<file path="config.mk">
export PLATFORM = sky130hd
export DESIGN_NAME = tlb_fill_and_invalidate_unit
export DESIGN_NICKNAME = d
export VERILOG_FILES = /design/src/tfi_pkg.sv /design/src/tfi_entry_ram.sv /design/src/tfi_flag_file.sv /design/src/tlb_fill_and_invalidate_unit.sv
export SDC_FILE = /design/constraint.sdc
export NUM_CORES = 2
export LEC_CHECK = 0
export BUFFER_PORTS_ARGS = -buffer_cell sky130_fd_sc_hd__buf_2
export CAP_MARGIN = 20
export CORE_MARGIN = 4
export CORE_UTILIZATION = 52
export DETAILED_ROUTE_END_ITERATION = 6
export PLACE_DENSITY = 0.77
export SETUP_SLACK_MARGIN = 0.2
export SKIP_CTS_REPAIR_TIMING = 1
export SLEW_MARGIN = 10
export SYNTH_ARGS = -nofsm -noshare
export SYNTH_HDL_FRONTEND = slang
export SYNTH_HIERARCHICAL = 1
export SYNTH_SLANG_ARGS = --single-unit
</file>
<file path="constraint.sdc">
create_clock -name aclk -period 11.5 [get_ports aclk]
set_input_delay 3.45 -clock aclk [delete_from_list [all_inputs] [get_ports aclk]]
set_output_delay 3.45 -clock aclk [all_outputs]
set_load 0.01 [all_outputs]
</file>
<file path="src/tfi_pkg.sv">
// Package with the shared types and constants of the TLB fill and invalidate unit.
package tfi_pkg;

    localparam int PAGE_W        = 20;
    localparam int FRAME_W       = 20;
    localparam int SLOT_W        = 6;
    localparam int DEF_ENTRIES   = 64;
    localparam int DEF_PAGE_BITS = 20;

    typedef enum logic {
        OP_INSERT     = 1'b0,
        OP_INVALIDATE = 1'b1
    } opcode_t;

    typedef enum logic [1:0] {
        ST_IDLE,
        ST_SCAN,
        ST_FINISH
    } state_t;

    // Flags kept per entry in flip-flops.
    typedef struct packed {
        logic valid;
        logic writable;
    } entry_flags_t;

    // Write command to the flag file.
    typedef struct packed {
        logic en;
        logic valid;
        logic writable;
    } flag_wr_t;

endpackage

</file>
<file path="src/tfi_entry_ram.sv">
// Synchronous entry memory holding the page and frame numbers of every slot.
module tfi_entry_ram #(
    parameter int DEPTH  = tfi_pkg::DEF_ENTRIES,
    parameter int DATA_W = tfi_pkg::PAGE_W + tfi_pkg::FRAME_W,
    parameter int ADDR_W = $clog2(DEPTH)
) (
    input  logic              aclk,
    input  logic              rd_en,
    input  logic [ADDR_W-1:0] rd_addr,
    output logic [DATA_W-1:0] rd_data,
    input  logic              wr_en,
    input  logic [ADDR_W-1:0] wr_addr,
    input  logic [DATA_W-1:0] wr_data
);

    logic [DATA_W-1:0] mem [DEPTH];
    logic [DATA_W-1:0] rd_data_reg;

    always_ff @(posedge aclk) begin
        if (wr_en) begin
            mem[wr_addr] <= wr_data;
        end
    end

    always_ff @(posedge aclk) begin
        if (rd_en) begin
            rd_data_reg <= mem[rd_addr];
        end
    end

    assign rd_data = rd_data_reg;

endmodule

</file>
<file path="src/tfi_flag_file.sv">
// Per-slot valid and writable flags in flip-flops, cleared at reset, with a registered read port.
module tfi_flag_file #(
    parameter int DEPTH  = tfi_pkg::DEF_ENTRIES,
    parameter int ADDR_W = $clog2(DEPTH)
) (
    input  logic                  aclk,
    input  logic                  aresetn,
    input  logic                  rd_en,
    input  logic [ADDR_W-1:0]     rd_idx,
    output tfi_pkg::entry_flags_t rd_flags,
    input  tfi_pkg::flag_wr_t     wr_cmd,
    input  logic [ADDR_W-1:0]     wr_idx
);

    logic [DEPTH-1:0] valid_reg;
    logic [DEPTH-1:0] writable_reg;
    tfi_pkg::entry_flags_t rd_flags_reg;

    always_ff @(posedge aclk) begin
        if (!aresetn) begin
            valid_reg    <= '0;
            writable_reg <= '0;
        end else if (wr_cmd.en) begin
            valid_reg[wr_idx]    <= wr_cmd.valid;
            writable_reg[wr_idx] <= wr_cmd.writable;
        end
    end

    // Registered read, like the entry memory, so both line up at the compare.
    always_ff @(posedge aclk) begin
        if (!aresetn) begin
            rd_flags_reg <= '0;
        end else if (rd_en) begin
            rd_flags_reg.valid    <= valid_reg[rd_idx];
            rd_flags_reg.writable <= writable_reg[rd_idx];
        end
    end

    assign rd_flags = rd_flags_reg;

endmodule

</file>
<file path="src/tlb_fill_and_invalidate_unit.sv">
// TLB entry store: insert with round-robin replacement, invalidate by page.
// The scan reads one slot a cycle through the single read port of the entry memory and
// stops at the first matching slot or at the last slot; the result is then registered in
// the output stage once that stage is free.
// One item at a time: the next transfer is taken only once the result is loaded.
// Reset clears all valid and writable flags, the victim pointer and the output valid flag.
module tlb_fill_and_invalidate_unit #(
    parameter int TLB_ENTRIES      = tfi_pkg::DEF_ENTRIES,
    parameter int PAGE_NUMBER_BITS = tfi_pkg::DEF_PAGE_BITS
) (
    input  logic                        aclk,
    input  logic                        aresetn,
    input  logic                        s_valid,
    output logic                        s_ready,
    input  logic                        s_opcode,
    input  logic [tfi_pkg::PAGE_W-1:0]  s_page_number,
    input  logic [tfi_pkg::FRAME_W-1:0] s_frame_number,
    input  logic                        s_read_only,
    output logic                        m_valid,
    input  logic                        m_ready,
    output logic [tfi_pkg::SLOT_W-1:0]  m_slot_index,
    output logic                        m_replaced,
    output logic                        m_hit
);

    // Slot index width and the number of page bits that are actually kept. Page bits
    // above PAGE_NUMBER_BITS are ignored, and the port never carries more than PAGE_W.
    localparam int IDX_W  = $clog2(TLB_ENTRIES);
    localparam int KEEP_W = (PAGE_NUMBER_BITS < tfi_pkg::PAGE_W) ?
                            PAGE_NUMBER_BITS : tfi_pkg::PAGE_W;
    localparam int WORD_W = KEEP_W + tfi_pkg::FRAME_W;
    localparam logic [IDX_W-1:0] LAST_IDX = IDX_W'(TLB_ENTRIES - 1);

    // Sequencer state.
    tfi_pkg::state_t state_reg, state_next;

    // Captured request.
    tfi_pkg::opcode_t    op_reg;
    logic [KEEP_W-1:0]   page_reg;
    logic [tfi_pkg::FRAME_W-1:0] frame_reg;
    logic                ro_reg;

    // Scan pipeline: one slot address is issued to the memory per cycle, and the
    // slot issued in the previous cycle is compared against the request.
    logic [IDX_W-1:0] scan_idx_reg, scan_idx_next;
    logic             issue_done_reg, issue_done_next;
    logic             cmp_vld_reg, cmp_vld_next;
    logic [IDX_W-1:0] cmp_idx_reg;

    // Outcome of the scan.
    logic             found_reg;
    logic [IDX_W-1:0] target_reg;

    // Round-robin victim pointer, advanced only on a replacement.
    logic [IDX_W-1:0] victim_reg, victim_next;

    // Output stage.
    logic                       m_valid_reg, m_valid_next;
    logic [tfi_pkg::SLOT_W-1:0] m_slot_reg;
    logic                       m_replaced_reg;
    logic                       m_hit_reg;

    // Control decoded from the state.
    logic issue;
    logic finish_go;

    // Datapath signals.
    logic [WORD_W-1:0]        rd_word;
    logic [KEEP_W-1:0]        rd_page;
    tfi_pkg::entry_flags_t    rd_flags;
    logic                     is_insert;
    logic                     match;
    logic                     scan_end;
    logic [IDX_W-1:0]         wr_slot;
    logic                     ram_we;
    tfi_pkg::flag_wr_t        flag_cmd;
    logic [IDX_W+tfi_pkg::SLOT_W-1:0] slot_ext;
    logic [tfi_pkg::SLOT_W-1:0]       slot_out;

    // The memory is written only in the finish state and read only during the scan,
    // so a read and a write of the same slot never overlap and no forwarding is needed.
    tfi_entry_ram #(
        .DEPTH  (TLB_ENTRIES),
        .DATA_W (WORD_W),
        .ADDR_W (IDX_W)
    ) u_ram (
        .aclk    (aclk),
        .rd_en   (issue),
        .rd_addr (scan_idx_reg),
        .rd_data (rd_word),
        .wr_en   (ram_we),
        .wr_addr (wr_slot),
        .wr_data ({page_reg, frame_reg})
    );

    // The flags are read on the same schedule as the memory, so both reach the
    // compare together in the cycle after the slot is issued.
    tfi_flag_file #(
        .DEPTH  (TLB_ENTRIES),
        .ADDR_W (IDX_W)
    ) u_flags (
        .aclk     (aclk),
        .aresetn  (aresetn),
        .rd_en    (issue),
        .rd_idx   (scan_idx_reg),
        .rd_flags (rd_flags),
        .wr_cmd   (flag_cmd),
        .wr_idx   (wr_slot)
    );

    assign rd_page   = rd_word[WORD_W-1 -: KEEP_W];
    assign is_insert = (op_reg == tfi_pkg::OP_INSERT);

    // An insert stops at the first free slot; an invalidate stops at the first valid
    // slot holding the page. Flags do not change during a scan, so the compare sees
    // the same store that the request found on arrival.
    always_comb begin
        if (is_insert) begin
            match = cmp_vld_reg && !rd_flags.valid;
        end else begin
            match = cmp_vld_reg && rd_flags.valid && (rd_page == page_reg);
        end
        scan_end = (state_reg == tfi_pkg::ST_SCAN) && cmp_vld_reg &&
                   (match || (cmp_idx_reg == LAST_IDX));
    end

    // Next state.
    always_comb begin
        state_next = state_reg;
        case (state_reg)
            tfi_pkg::ST_IDLE: begin
                if (s_valid) begin
                    state_next = tfi_pkg::ST_SCAN;
                end
            end
            tfi_pkg::ST_SCAN: begin
                if (scan_end) begin
                    state_next = tfi_pkg::ST_FINISH;
                end
            end
            tfi_pkg::ST_FINISH: begin
                if (finish_go) begin
                    state_next = tfi_pkg::ST_IDLE;
                end
            end
            default: begin
                state_next = tfi_pkg::ST_IDLE;
            end
        endcase
    end

    // State outputs. The finish step waits only for the output register to be free,
    // so a new request can be taken while the previous result still waits.
    always_comb begin
        s_ready   = 1'b0;
        issue     = 1'b0;
        finish_go = 1'b0;
        case (state_reg)
            tfi_pkg::ST_IDLE: begin
                s_ready = 1'b1;
            end
            tfi_pkg::ST_SCAN: begin
                issue = !issue_done_reg;
            end
            tfi_pkg::ST_FINISH: begin
                finish_go = !m_valid_reg || m_ready;
            end
            default: begin
                s_ready = 1'b0;
            end
        endcase
    end

    // Commit: an insert that found no free slot takes the victim slot.
    always_comb begin
        wr_slot = (is_insert && !found_reg) ? victim_reg : target_reg;
        ram_we  = finish_go && is_insert;

        flag_cmd.en       = finish_go && (is_insert || found_reg);
        flag_cmd.valid    = is_insert;
        flag_cmd.writable = is_insert && !ro_reg;

        if (finish_go && is_insert && !found_reg) begin
            victim_next = (victim_reg == LAST_IDX) ? '0 : victim_reg + 1'b1;
        end else begin
            victim_next = victim_reg;
        end

        // A missed invalidate reports slot zero.
        slot_ext = {{tfi_pkg::SLOT_W{1'b0}}, wr_slot};
        slot_out = (is_insert || found_reg) ? slot_ext[tfi_pkg::SLOT_W-1:0] : '0;
    end

    // Scan counters.
    always_comb begin
        scan_idx_next   = scan_idx_reg;
        issue_done_next = issue_done_reg;
        if (s_valid && s_ready) begin
            scan_idx_next   = '0;
            issue_done_next = 1'b0;
        end else if (issue) begin
            if (scan_idx_reg == LAST_IDX) begin
                issue_done_next = 1'b1;
            end else begin
                scan_idx_next = scan_idx_reg + 1'b1;
            end
        end
        cmp_vld_next = issue;
    end

    always_comb begin
        if (finish_go) begin
            m_valid_next = 1'b1;
        end else if (m_ready) begin
            m_valid_next = 1'b0;
        end else begin
            m_valid_next = m_valid_reg;
        end
    end

    // Control registers.
    always_ff @(posedge aclk) begin
        if (!aresetn) begin
            state_reg      <= tfi_pkg::ST_IDLE;
            issue_done_reg <= 1'b1;
            cmp_vld_reg    <= 1'b0;
            victim_reg     <= '0;
            m_valid_reg    <= 1'b0;
        end else begin
            state_reg      <= state_next;
            issue_done_reg <= issue_done_next;
            cmp_vld_reg    <= cmp_vld_next;
            victim_reg     <= victim_next;
            m_valid_reg    <= m_valid_next;
        end
    end

    // Payload registers.
    always_ff @(posedge aclk) begin
        if (s_valid && s_ready) begin
            op_reg    <= tfi_pkg::opcode_t'(s_opcode);
            page_reg  <= s_page_number[KEEP_W-1:0];
            frame_reg <= s_frame_number;
            ro_reg    <= s_read_only;
        end
        scan_idx_reg <= scan_idx_next;
        cmp_idx_reg  <= scan_idx_reg;
        if (scan_end) begin
            found_reg  <= match;
            target_reg <= cmp_idx_reg;
        end
        if (finish_go) begin
            m_slot_reg     <= slot_out;
            m_replaced_reg <= is_insert && !found_reg;
            m_hit_reg      <= is_insert || found_reg;
        end
    end

    assign m_valid      = m_valid_reg;
    assign m_slot_index = m_slot_reg;
    assign m_replaced   = m_replaced_reg;
    assign m_hit        = m_hit_reg;

endmodule

</file>
==> results.py <==
metrics = {
    "routing": {
        "routed_wirelength_um": 127100,
        "drt_pass1_iterations": 6,
        "drt-wirelength-per-cell_um": 29.27,
        "drc": 0,
        "drt-vias-per-instance": 6.498,
        "drt_iter0_drc": 4073,
        "antenna_left": 0,
        "vias": 28220,
    },
    "sta": {
        "setup_violations": 0,
        "grt_setup_unrepaired": "false",
        "timing.final.ws_setup_ns": 5.406,
        "hold_viol": 0,
        "maxSlewHeadroom_pct": 21.05,
        "tightest_slew_ns": 1.173,
        "clock.fmax_mhz": 164.1,
        "hold_ws_ns": 0.4224,
        "fin_skew_ns": 0.02452,
        "period_minus_slack_ns": 6.094,
        "setup_tns_ns": 0,
        "drv_slew": 0,
        "fin_crit_sh_pct": 52.99,
    },
    "clocking": {
        "cts_tree": "built",
        "htree_levels": 4,
        "clk_pin_slew_worst_paths_ns": 0.06,
        "cts-root-buf": "clkbuf_16",
        "clock-sinks": 1424,
        "cts_max_path_buffers": 3,
        "insertion_delay_ns": 0.73,
        "numCtsBuffers": 135,
    },
    "grt": {
        "grt_max_degree": 154,
        "grt-ovfl-total": 0,
        "grt_pass1_vias": 28040,
        "grt_pass1_wl_um": 187800,
        "antenna_found_initial": 1,
        "grt_use_total_pct": 22.69,
    },
    "setup_path": {
        "required_ns": 11.92,
        "end_kind": "register",
        "crit_fanout": 11,
        "cp_common_cell": "nand2b_1",
        "worstPathArrival_ns": 6.51,
        "slowest_stage": "nor2_2",
        "crit_chain": "buf_2, nand2b_1, nand2b_1, nor2_1, nand4_1, nor2_2, buf_4",
        "critPathMaxStageDelay_ns": 0.99,
        "cp_top_family": "simple AND/OR/NAND/NOR gates",
        "start_kind": "input port",
        "crit_buf_inv": 2,
        "timing_worst_setup_path_type": "in -> reg",
    },
    "status": {
        "status": "complete, no violations",
    },
    "floorplan": {
        "ios": 56,
        "initial_core_util_pct": 52.71,
        "die_x_um": 335.8,
        "die_area_um2": 112800,
        "fp.dieH_um": 335.8,
        "rows": 119,
        "core-area_um2": 106000,
    },
    "synth": {
        "syn_inst": 2860,
        "synthesis.area_um2": 55880,
        "synth_area_per_cell_um2": 19.54,
        "syn_nets": 2908,
        "yosys_warnings": 6,
    },
    "pwr": {
        "power_mw": 10.64,
        "power.density_nw_per_um2": 172.0,
        "peakVddDrop_mv": 0.1379,
        "leakagePower_nw": 18.78,
    },
    "flow_run": {
        "maxCapViolCount": 0,
    },
    "placement": {
        "placed_area_um2": 57250,
        "dp_slack_ns": 4.722,
        "port_buffers": 34,
        "post-dp-hpwl_um": 69520,
        "routabilityCongestion": 0.9162,
    },
    "cells_and_area": {
        "largest_reg_flops": 1280,
        "layout_commonest_cell": "edfxtp_1",
        "fin_area_um2": 61840,
        "drive_gt1_share_pct": 25.15,
        "nets": 2892,
        "layout_common_cells": "edfxtp_1, mux4_2, clkbuf_16",
        "area_growth_pct": 10.67,
    },
    "hold_path": {
        "hold_path_class": "reg -> reg",
    },
}
## path summary, 6_finish.rpt
check / end / cells past startpoint / slack (ns) / from
setup / recovery: u_ram/mem[47][35]$_DFFE_PP_ / 7 / 5.41 / m_ready
hold / removal: target_reg[2]$_DFFE_PP_ / 0 / 0.42 / cmp_idx_reg[2]$_DFF_P_
setup reg to reg: u_ram/rd_data[32]$_DFFE_PP_ / 6 / 7.48 / scan_idx_reg[0]$_SDFFE_PP0P_
hold reg to reg: target_reg[2]$_DFFE_PP_ / 0 / 0.42 / cmp_idx_reg[2]$_DFF_P_
## metal layers
| metal | track usage (%) | share of wire [%] | wire (um) | vias up |
|---|---|---|---|---|
| li1 | - | - | - | 11450 |
| met1 | 32.12 | 38 | 47990 | 14730 |
| met2 | 34.99 | 48 | 60410 | 1783 |
| met3 | 5.020 | 11 | 13940 | 254 |
| met4 | 8.956 | 3.8 | 4771 | 0 |
| met5 | 0 | 0 | 0 | - |
## power by group
part | internal [mW] | switching, mW | leakage, nW
sequential | 5.68 | 0.0227 | 12.7
clock | 2.51 | 1.85 | 2.11
combinational | 0.253 | 0.322 | 3.94
## final cells by class
class,instances,area [um^2]
antenna,2,5.005
sequential,1424,41890
inverter,3,11.26
multi-input combinational,1145,12690
timing repair buffer,135,1169
clock inverter,68,653.1
fill,7258,44170
clock buffer,175,3686
tap,1391,1740
## per-stage QoR
step,util (%),std cells
after floorplan,-,2860
after global placement,53.88,4074
after detailed placement,54.00,4082
after CTS,58.09,4325
after global routing,58.33,4341
final,58.34,4343
Note: power is estimated with default switching activity, not from simulation.
